--- config.mk ---
export PLATFORM = sky130hd
export DESIGN_NAME = olt_ctrl
export DESIGN_NICKNAME = d
export VERILOG_FILES = /design/src/hw/rtl/olt_pkg.sv /design/src/hw/rtl/olt_ctrl.sv
export SDC_FILE = /design/constraint.sdc
export NUM_CORES = 1
export LEC_CHECK = 0
export BUFFER_PORTS_ARGS = -buffer_cell sky130_fd_sc_hd__buf_4
export CORE_AREA = 2 2 39 41
export DETAILED_ROUTE_END_ITERATION = 7
export DIE_AREA = 0 0 41 43
export GPL_ROUTABILITY_DRIVEN = 0
export GPL_TIMING_DRIVEN = 0
export PLACE_DENSITY = 0.45
export SLEW_MARGIN = 20
export SYNTH_ARGS = -nofsm -noshare
export SYNTH_HDL_FRONTEND = slang
export SYNTH_SLANG_ARGS = --single-unit
--- constraint.sdc ---
create_clock -name clk -period 2.7 [get_ports clk]
set_input_delay 0.54 -clock clk [delete_from_list [all_inputs] [get_ports clk]]
set_output_delay 0.54 -clock clk [all_outputs]
set_load 0.1 [all_outputs]
--- src/hw/rtl/olt_pkg.sv ---
`timescale 1ns / 1ps
`default_nettype none
// ----------------------------------------------------------------------------
// olt_pkg
// Shared constants, command codes and controller/datapath interface types
// for the online FDR threshold core.
// ----------------------------------------------------------------------------
package olt_pkg;

  localparam int unsigned GAMMA_DEPTH_DEF = 4096;
  localparam int unsigned MAX_REJECTS_DEF = 64;

  localparam logic [31:0] Q_ONE = 32'h8000_0000;

  // Input item commands.
  localparam logic [1:0] CMD_LOAD  = 2'd0;
  localparam logic [1:0] CMD_TEST  = 2'd1;
  localparam logic [1:0] CMD_CLEAR = 2'd2;

  // Level modes.
  localparam logic [1:0] MODE_PLUS    = 2'd0;
  localparam logic [1:0] MODE_DISCARD = 2'd1;
  localparam logic [1:0] MODE_THREE   = 2'd2;
  localparam logic [1:0] MODE_DEP     = 2'd3;

  // Configuration register indexes.
  localparam logic [2:0] REG_MODE    = 3'd0;
  localparam logic [2:0] REG_ALPHA   = 3'd1;
  localparam logic [2:0] REG_WEALTH  = 3'd2;
  localparam logic [2:0] REG_REWARD  = 3'd3;
  localparam logic [2:0] REG_DISCARD = 3'd4;

  localparam logic [31:0] ALPHA_RST   = 32'd107374182;
  localparam logic [31:0] WEALTH_RST  = 32'd10737418;
  localparam logic [31:0] REWARD_RST  = 32'd96636764;
  localparam logic [31:0] DISCARD_RST = 32'd1073741824;

  localparam logic signed [41:0] W_MAX = 42'sd549755813887;
  localparam logic signed [41:0] W_MIN = -42'sd549755813888;

  typedef struct packed {
    logic capture;
    logic write;
    logic clear;
    logic prep;
    logic issue;
    logic calc;
    logic finish;
  } ctrl_cmd_t;

  typedef struct packed {
    logic [1:0] cmd;
    logic       last_term;
    logic       busy;
    logic       out_free;
  } dp_sts_t;

  function automatic logic [31:0] sat_one(input logic [31:0] v);
    return (v > Q_ONE) ? Q_ONE : v;
  endfunction

endpackage
`default_nettype wire

--- src/hw/rtl/olt_ctrl.sv ---
`timescale 1ns / 1ps
`default_nettype none
// ----------------------------------------------------------------------------
// olt_ctrl
// Sequencer for the threshold core: decodes each item and steps the
// datapath through term issue, pipeline drain, level and state update.
// ----------------------------------------------------------------------------
module olt_ctrl (
  input  wire logic               clk,
  input  wire logic               rst,
  input  wire logic               in_valid,
  output logic                    in_ready,
  input  wire olt_pkg::dp_sts_t   sts,
  output olt_pkg::ctrl_cmd_t      ctl
);

  typedef enum logic [2:0] {
    ST_IDLE,
    ST_DECODE,
    ST_PREP,
    ST_ISSUE,
    ST_DRAIN,
    ST_CALC,
    ST_FINISH
  } state_t;

  state_t state;

  always_ff @(posedge clk) begin
    if (rst) begin
      state <= ST_IDLE;
    end else begin
      unique case (state)
        ST_IDLE: begin
          if (in_valid) state <= ST_DECODE;
        end
        ST_DECODE: begin
          if (sts.cmd == olt_pkg::CMD_TEST) state <= ST_PREP;
          else state <= ST_IDLE;
        end
        ST_PREP:  state <= ST_ISSUE;
        ST_ISSUE: begin
          if (sts.last_term) state <= ST_DRAIN;
        end
        ST_DRAIN: begin
          if (!sts.busy) state <= ST_CALC;
        end
        ST_CALC:  state <= ST_FINISH;
        ST_FINISH: begin
          if (sts.out_free) state <= ST_IDLE;
        end
      endcase
    end
  end

  always_comb begin
    in_ready    = (state == ST_IDLE);
    ctl.capture = (state == ST_IDLE) && in_valid;
    ctl.write   = (state == ST_DECODE) && (sts.cmd == olt_pkg::CMD_LOAD);
    ctl.clear   = (state == ST_DECODE) && (sts.cmd == olt_pkg::CMD_CLEAR);
    ctl.prep    = (state == ST_PREP);
    ctl.issue   = (state == ST_ISSUE);
    ctl.calc    = (state == ST_CALC);
    ctl.finish  = (state == ST_FINISH) && sts.out_free;
  end

endmodule
`default_nettype wire

==> results of run 1 <==
## per-layer routing
layer / share of wire (%) / track usage, % / vias to the layer above
met3: 8.4 / 6.283 / 2
met2: 47 / 13.13 / 12
met1: 43 / 10.93 / 118
li1: - / - / 145
met5: 0 / 0 / -
met4: 1.3 / 4.000 / 0
## power by group
part | total (mW) | switching (mW) | internal (mW)
sequential | 0.0475 | 0.00112 | 0.0464
combinational | 0.0761 | 0.0509 | 0.0252
clock | 0.0802 | 0.0247 | 0.0555
total | 0.204 | 0.0767 | 0.127
## cell type report
| cell class | count | area share, % |
|---|---|---|
| Multi-Input combinational cell | 24 | 45.73 |
| Timing Repair Buffer | 15 | 24.79 |
| Clock buffer | 4 | 5.785 |
| Sequential cell | 3 | 13.22 |
| Buffer | 3 | 6.061 |
| Tap cell | 16 | 4.408 |
## synth_stat cells (2+ instances only)
| cell type | count | area [sq um] |
|---|---|---|
| a21oi_1 | 2 | 10.01 |
| nor2_1 | 4 | 15.01 |
| buf_6 | 2 | 22.52 |
| and2_1 | 2 | 12.51 |
| dfxtp_1 | 3 | 60.06 |
| o21ai_1 | 2 | 10.01 |
## placed cells by master (no fill, tap or decap), drive strengths merged, types with 2 or more instances in the layout
master | Yosys | layout
a21oi | 2 | 2
and2 | 2 | 2
buf | 3 | 18
clkbuf | 0 | 4
dfxtp | 3 | 3
nor2 | 4 | 4
nor2b | 2 | 2
nor3b | 2 | 2
nor4 | 2 | 2
o21ai | 3 | 3
## logic make-up (layout without fill, tap and decap cells)
logic type,after synthesis,count (layout)
buf+inv,3,22
compound gates,7,7
flops,3,3
simple gates,17,17
## worst max-delay path, cell delays in order (launching register included)
cell and delay (ns):
dfxtp_1 0.29, buf_2 0.18, nand2b_1 0.22, nor4b_4 0.22
buf_4 0.32
## per-stage QoR
stage,util [%],instances,setup WS [ns],hold slack (ns)
after detailed placement,30.92,61,0.9158,0.6624
after floorplan,-,30,-0.1318,0.6087
after CTS,32.82,65,0.6673,0.4804
after global placement,30.92,61,0.9408,0.6475
after global routing,32.82,65,0.6087,0.4758
final,32.82,65,0.6857,0.4852
## final timing paths
path | startpoint | to | slack [ns]
min | rst | state[2] | 0.49
min reg2reg | state[1] | state[1] | 0.66
max | state[2] | ctl[4] | 0.69
max reg2reg | state[1] | state[0] | 1.73
==> impl_metrics.tcl, run 1 <==
set metrics [dict create \
    p_total_uw 203.8 \
    die_area_sq_um 1763 \
    rsz0062_at_grt "false" \
    finalSetupViolations 0 \
    cts.sinks 3 \
    slew_headroom_pct 81.51 \
    dp_hpwl_um 526 \
    fillers 145 \
    synthCells 30 \
    finalSetupTns_ns 0 \
    rows 14 \
    finalHoldViolCount 0 \
    clk_latency_ns 0.24 \
    synth_nets 38 \
    viasPerCell 4.262 \
    clk_pin_slew_ns 0.04 \
    required_ns 2.16 \
    drc 0 \
    final_area_sq_um 454.2 \
    grt_usage_pct 9.438 \
    drt-total-wl_um 692 \
    synth_xor_area_share_pct 0 \
    p_leak_nw 0.1984 \
    grt_max_degree 11 \
    h-tree-depth 1 \
    synth_top_family_by_area "simple AND/OR/NAND/NOR gates" \
    powerDensity_nw_per_um2 448.6 \
    overflow 0 \
    maxCapViolCount 0 \
    ir_drop_mv 0.2013 \
    fmax_mhz 496.5 \
    cp-end-kind "primary output" \
    cts_setup_buffers 0 \
    num_vias 277 \
    cp.arrival_ns 1.47 \
    yosys.area_share.simple_pct 52.09 \
    slew_violations 0 \
    yosysSeqAreaShare_pct 22.33 \
    core_area_sq_um 1384 \
    dr.first_iter.drc_count 0 \
    numCtsBuffers 3 \
    dieWidth_um 41 \
    cts_hold_buf 0 \
    synth_area_per_cell_sq_um 8.967 \
    syn-cell-area_sq_um 269.0 \
    ys_ff_latch 3 \
    grt_pass1_wl_mm 1.076 \
    ctsResizeCount 0 \
    skew_ns 0.002047 \
    wl_per_cell_um 10.65 \
    ios 16 \
    yosys_warnings 0 \
    hold_depth 2 \
    ys_async_sr_fraction_pct 0 \
    cts_root_buffer "clkbuf_4" \
    synth_cell_types 21 \
    io_buffers 15 \
    worst_pin_slew_ns 0.2797 \
    nNetsFinal 58 \
    startpoint_type "flip-flop" \
    synth_flop_cell "dfxtp_1" \
    antenna_found_initial 0 \
    post_dp_cell_area_sq_um 427.9 \
    period_minus_slack_ns 2.014 \
    largest-register "state" \
    cts_tree "done" \
    timing.final.crit_share_pct 74.60 \
    status "finished, final reports clean" \
    hold_class "in2reg" \
    largest_reg_flops 3 \
    start_util_pct 19.44 \
    synth_edf_count 0 \
    grt_pass1_vias 260 \
    reg.largest.list "state: 3 flops" \
    synth-compound-area-share_pct 15.35 \
    synthMuxAreaShare_pct 0 \
    r2r_cells 4 \
    die_h_um 43 \
    clockBufferDepth 2 \
    path_max_fanout 10 \
    drive_gt1_share_pct 59.18 \
    multi_input_area_sq_um 207.7 \
    firstDrtPassIters 1 \
    synthAdderAreaFrac_pct 0 \
    seqCellArea_sq_um 60.06 \
    ant_nets 0 \
    diodes 0 \
    areaGrowthSynthToFinish_pct 68.84 \
    path_class "reg2out" \
]
Power figures use the tool's default switching activity.
==> inputs of run 2 (changes only) <==
--- a/config.mk
+++ b/config.mk
@@ -11,7 +11,7 @@
 export DIE_AREA = 0 0 41 43
 export GPL_ROUTABILITY_DRIVEN = 0
 export GPL_TIMING_DRIVEN = 0
-export PLACE_DENSITY = 0.45
+export PLACE_DENSITY = 0.47
 export SLEW_MARGIN = 20
 export SYNTH_ARGS = -nofsm -noshare
 export SYNTH_HDL_FRONTEND = slang
==> constraint.sdc (replaced) <==
create_clock -name clk -period 1.7 [get_ports clk]
set_input_delay 0.34 -clock clk [delete_from_list [all_inputs] [get_ports clk]]
set_output_delay 0.34 -clock clk [all_outputs]
set_load 0.1 [all_outputs]
==> run 2 against run 1 <==
  * Via count is 7.2% higher
  * Global-route usage is 0.31 points higher
  * Sequential power is 62% higher
  * Sequential share of layout area is 1.2 points lower
  * Final cell count is 3.1% higher
  * Routed wire length is 3.6% higher
  * Power is 62% higher
  * Non-clock buffer count is 2 higher
  * Clock power is 53% higher
  * Clock-buffer cell count stayed put
  * Die area stayed put
  * Combinational power is 71% higher
  * Critical path type unchanged
==> impl_metrics.tcl, run 2 (synthesis gave the netlist of run 1 again) <==
set metrics [dict create \
    ant_nets 0 \
    timing.final.crit_share_pct 96.95 \
    slowest_stage "dfxtp_2" \
    clockBufferDepth 2 \
    layout_common_cells "buf_4, buf_6, nor2_1, clkbuf_4" \
    cts_tree "done" \
    finalSetupTns_ns 0 \
    finalSetupViolations 0 \
    wl_per_cell_um 10.70 \
    largest-register "state" \
    num_vias 297 \
    maxCapViolCount 0 \
    h-tree-depth 1 \
    numCtsBuffers 3 \
    path_class "reg2out" \
    grt_pass1_vias 292 \
    cpMostUsedCell "buf_6" \
    holdWs_ns 0.2881 \
    worst_pin_slew_ns 0.2783 \
    finalHoldViolCount 0 \
    utilization_pct 37.61 \
    dp_hpwl_um 518.8 \
    clk_latency_ns 0.23 \
    nNetsFinal 60 \
    ir_drop_mv 0.3598 \
    status "finished, final reports clean" \
    slew_violations 0 \
    areaGrowthSynthToFinish_pct 93.49 \
    slew_headroom_pct 81.60 \
    antenna_found_initial 0 \
    slowest_delay_ns 0.31 \
    final_common_cell "buf_4" \
    largest_reg_flops 3 \
    diodes 0 \
    powerDensity_nw_per_um2 635.2 \
    cp-end-kind "primary output" \
    start_util_pct 19.44 \
    p_total_uw 330.6 \
    core_area_sq_um 1384 \
    reg.largest.list "state: 3 flops" \
    cp.arrival_ns 1.31 \
    dieWidth_um 41 \
    fmax_mhz 606.7 \
    clk_pin_slew_ns 0.04 \
    rsz0062_at_grt "true" \
    cts_hold_buf 0 \
    io_buffers 15 \
    multi_input_area_sq_um 226.5 \
    startpoint_type "flip-flop" \
    p_leak_nw 0.2200 \
    rows 14 \
    fillers 158 \
    viasPerCell 4.433 \
    firstDrtPassIters 4 \
    cts_root_buffer "clkbuf_4" \
    path_max_fanout 4 \
    grt_usage_pct 9.749 \
    drive_gt1_share_pct 68.63 \
    required_ns 1.36 \
    path_cells "buf_6 -> nand2b_4 -> nor4b_4 -> buf_6" \
    drc 0 \
    overflow 0 \
    grt_pass1_wl_mm 1.152 \
    dr.first_iter.drc_count 2 \
    period_minus_slack_ns 1.648 \
    die_h_um 43 \
    cts.sinks 3 \
    skew_ns 0.0005730 \
    seqCellArea_sq_um 62.56 \
    drt-total-wl_um 717 \
    ios 16 \
    die_area_sq_um 1763 \
    grt_max_degree 11 \
    hold_class "in2reg" \
]
==> run 2: cell types whose count changed in the layout (fill, tap and decap cells not counted), sizes merged <==
cell,delta
buf,+2
==> run 2: final cells by class <==
| class | count | share of cell area [%] |
|---|---|---|
| multi-input combinational | 24 | 43.51 |
| timing repair buffer | 17 | 29.09 |
| sequential | 3 | 12.02 |
| buffer | 3 | 6.490 |
| clock buffer | 4 | 5.048 |
| tap | 16 | 3.846 |
==> run 2: per-layer routing <==
| metal | up-vias | GRT usage, % | share of wire [%] |
|---|---|---|---|
| li1 | 149 | - | - |
| met1 | 139 | 11.94 | 42 |
| met2 | 9 | 14.06 | 53 |
| met3 | 0 | 4.712 | 4.7 |
| met4 | 0 | 4.000 | 0 |
| met5 | - | 0 | 0 |
==> run 2: critical path: cells and delay by family, from the launching register on <==
kind	cells	cell delay, ns
buf+inv	2	0.38
flops	1	0.31
simple gates	2	0.39
==> run 2: timing repair <==
item,in CTS,in global routing
gates resized for setup,6,5
pin swaps,1,1
hold endpoints to repair,0,0
setup endpoints to repair,2,4
setup buffers,2,0
==> run 2: final timing paths <==
| kind | slack, ns | end | cells past startpoint | startpoint |
|---|---|---|---|---|
| min | 0.29 | state[2] | 2 | rst |
| max reg2reg | 0.68 | state[0] | 4 | state[2] |
| max | 0.05 | ctl[4] | 4 | state[2] |
| min reg2reg | 0.67 | state[1] | 3 | state[1] |
==> run 2: per-stage QoR <==
| stage | area [sq um] | cells | setup slack [ns] |
|---|---|---|---|
| finish | 520.5 | 67 | 0.05177 |
| global route | 520.5 | 67 | -0.02762 |
| CTS | 503.0 | 67 | -0.01790 |
| detailed placement | 441.7 | 61 | 0.09279 |
| global placement | 441.7 | 61 | 0.1252 |
| floorplan | 309.0 | 30 | -0.3668 |
==> run 2: where the power goes <==
part | total, mW | internal [mW] | switching, mW
Combinational | 0.130 | 0.0469 | 0.0835
Sequential | 0.0768 | 0.0741 | 0.00269
Clock | 0.123 | 0.0879 | 0.0355
Total | 0.331 | 0.209 | 0.122
==> inputs of run 3 (changes only) <==
--- a/config.mk
+++ b/config.mk
@@ -11,7 +11,7 @@
 export DIE_AREA = 0 0 41 43
 export GPL_ROUTABILITY_DRIVEN = 0
 export GPL_TIMING_DRIVEN = 0
-export PLACE_DENSITY = 0.47
+export PLACE_DENSITY_LB_ADDON = 0.05
 export SLEW_MARGIN = 20
 export SYNTH_ARGS = -nofsm -noshare
 export SYNTH_HDL_FRONTEND = slang
==> run 3 against run 2 <==
  * Global-route usage up 1.8 points
  * Clock-buffer cell count unchanged
  * Worst setup slack worse by 0.029 ns
  * Non-clock buffer count down 2
  * Sequential power about the same
  * Register-to-register slack better by 0.03 ns
==> impl_metrics.tcl, run 3 (synthesis gave the netlist of run 1 again) <==
set metrics [dict create \
    die_area_sq_um 1763 \
    p_leak_nw 0.2090 \
    maxCapViolCount 0 \
    status "finished, final reports clean" \
    path_class "reg2out" \
    period_minus_slack_ns 1.677 \
    clk_latency_ns 0.24 \
    cts_setup_buffers 0 \
    slew_headroom_pct 81.48 \
    r2r-start "state[1]" \
    areaGrowthSynthToFinish_pct 87.91 \
    ant_nets 0 \
    core_area_sq_um 1384 \
    final_area_sq_um 505.5 \
    cts_hold_buf 0 \
    grt_max_degree 11 \
    viasPerCell 4.431 \
    post_dp_cell_area_sq_um 441.7 \
    drc 0 \
    cts.sinks 3 \
    timing.final.crit_share_pct 98.66 \
    firstDrtPassIters 1 \
    wl_per_cell_um 11.57 \
    diodes 0 \
    overflow 0 \
    layout_common_cells "buf_4, buf_6, nor2_1, clkbuf_4" \
    cts_root_buffer "clkbuf_4" \
    largest_reg_flops 3 \
    dr.first_iter.drc_count 0 \
    grt_pass1_wl_mm 1.297 \
    slew_violations 0 \
    hold_class "in2reg" \
    p_total_uw 338.8 \
    drt-total-wl_um 752 \
    r2r_cells 4 \
    grt_usage_pct 11.53 \
    rows 14 \
    drive_gt1_share_pct 67.35 \
    required_ns 1.36 \
    die_h_um 43 \
    largest-register "state" \
    cts_tree "done" \
    fillers 151 \
    antenna_found_initial 0 \
    cp-end-kind "primary output" \
    rsz0062_at_grt "true" \
    finalHoldViolCount 0 \
    cp.arrival_ns 1.34 \
    fmax_mhz 596.2 \
    ir_drop_mv 0.2438 \
    numCtsBuffers 3 \
    finalSetupViolations 0 \
    path_max_fanout 10 \
    skew_ns 0.001971 \
    num_vias 288 \
    startpoint_type "flip-flop" \
    reg.largest.list "state: 3 flops" \
    powerDensity_nw_per_um2 670.2 \
    seqCellArea_sq_um 62.56 \
    nNetsFinal 58 \
    dieWidth_um 41 \
    worst_pin_slew_ns 0.2801 \
    grt_pass1_vias 308 \
    io_buffers 15 \
    r2r-end "state[0]" \
    startpoint "state[2]" \
    start_util_pct 19.44 \
    ios 16 \
    cp-endpoint "ctl[4]" \
    final_common_cell "buf_4" \
    h-tree-depth 1 \
    clockBufferDepth 2 \
    multi_input_area_sq_um 226.5 \
    clk_pin_slew_ns 0.04 \
    regToRegSetupSlack_ns 0.71 \
]
==> run 3: repair_timing <==
action                                  4_1_cts  5_1_grt
resized for setup                             6        5
endpoints found under the setup margin        2        3
hold endpoints to repair                      0        0
==> run 3: worst min path at each step <==
stage,slack [ns],depth (start not counted),end,start
final,0.28,2,state[0],rst
after global placement,0.53,2,state[1],rst
after global routing,0.28,2,state[2],rst
after detailed placement,0.53,2,state[1],rst
after CTS,0.27,2,state[1],rst
after floorplan,0.41,1,state[1],rst
==> run 3: cell type report <==
class                      count  share of cell area, %
multi-input combinational     24                  44.80
timing repair buffer          15                  26.98
sequential                     3                  12.38
buffer                         3                  6.683
clock buffer                   4                  5.198
tap                           16                  3.960
==> run 3: critical path, cell delays in order, from the launching register on <==
cell and delay [ns]:
dfxtp_2 0.31, buf_6 0.13, nand2b_4 0.16, nor4b_4 0.23, buf_6 0.26
==> run 3: report_power, final <==
group	switching (mW)	total, mW	leakage (nW)	internal [mW]
registers	0.00294	0.0770	0.0253	0.0740
clock network	0.0430	0.131	0.0150	0.0884
logic	0.0839	0.130	0.169	0.0466
==> run 3: through the flow <==
step / setup TNS (ns) / hold WS, ns / instances / util [%] / worst slack [ns]
final: 0 / 0.2768 / 65 / 36.53 / 0.02272
after detailed placement: 0 / 0.5316 / 61 / 31.92 / 0.1211
after CTS: 0 / 0.2707 / 65 / 35.44 / 0.003811
after global routing: -0.02325 / 0.2770 / 65 / 36.53 / -0.02325
after floorplan: -1.375 / 0.4091 / 30 / - / -0.3668
after global placement: 0 / 0.5348 / 61 / 31.92 / 0.1467
==> run 3: routing by layer <==
metal / part of all wire (%) / global-route usage, % / vias up
met2: 49 / 14.69 / 12
li1: - / - / 145
met1: 43 / 14.10 / 129
met4: 2.3 / 14.00 / 0
met5: 0 / 0 / -
met3: 6.3 / 1.571 / 2
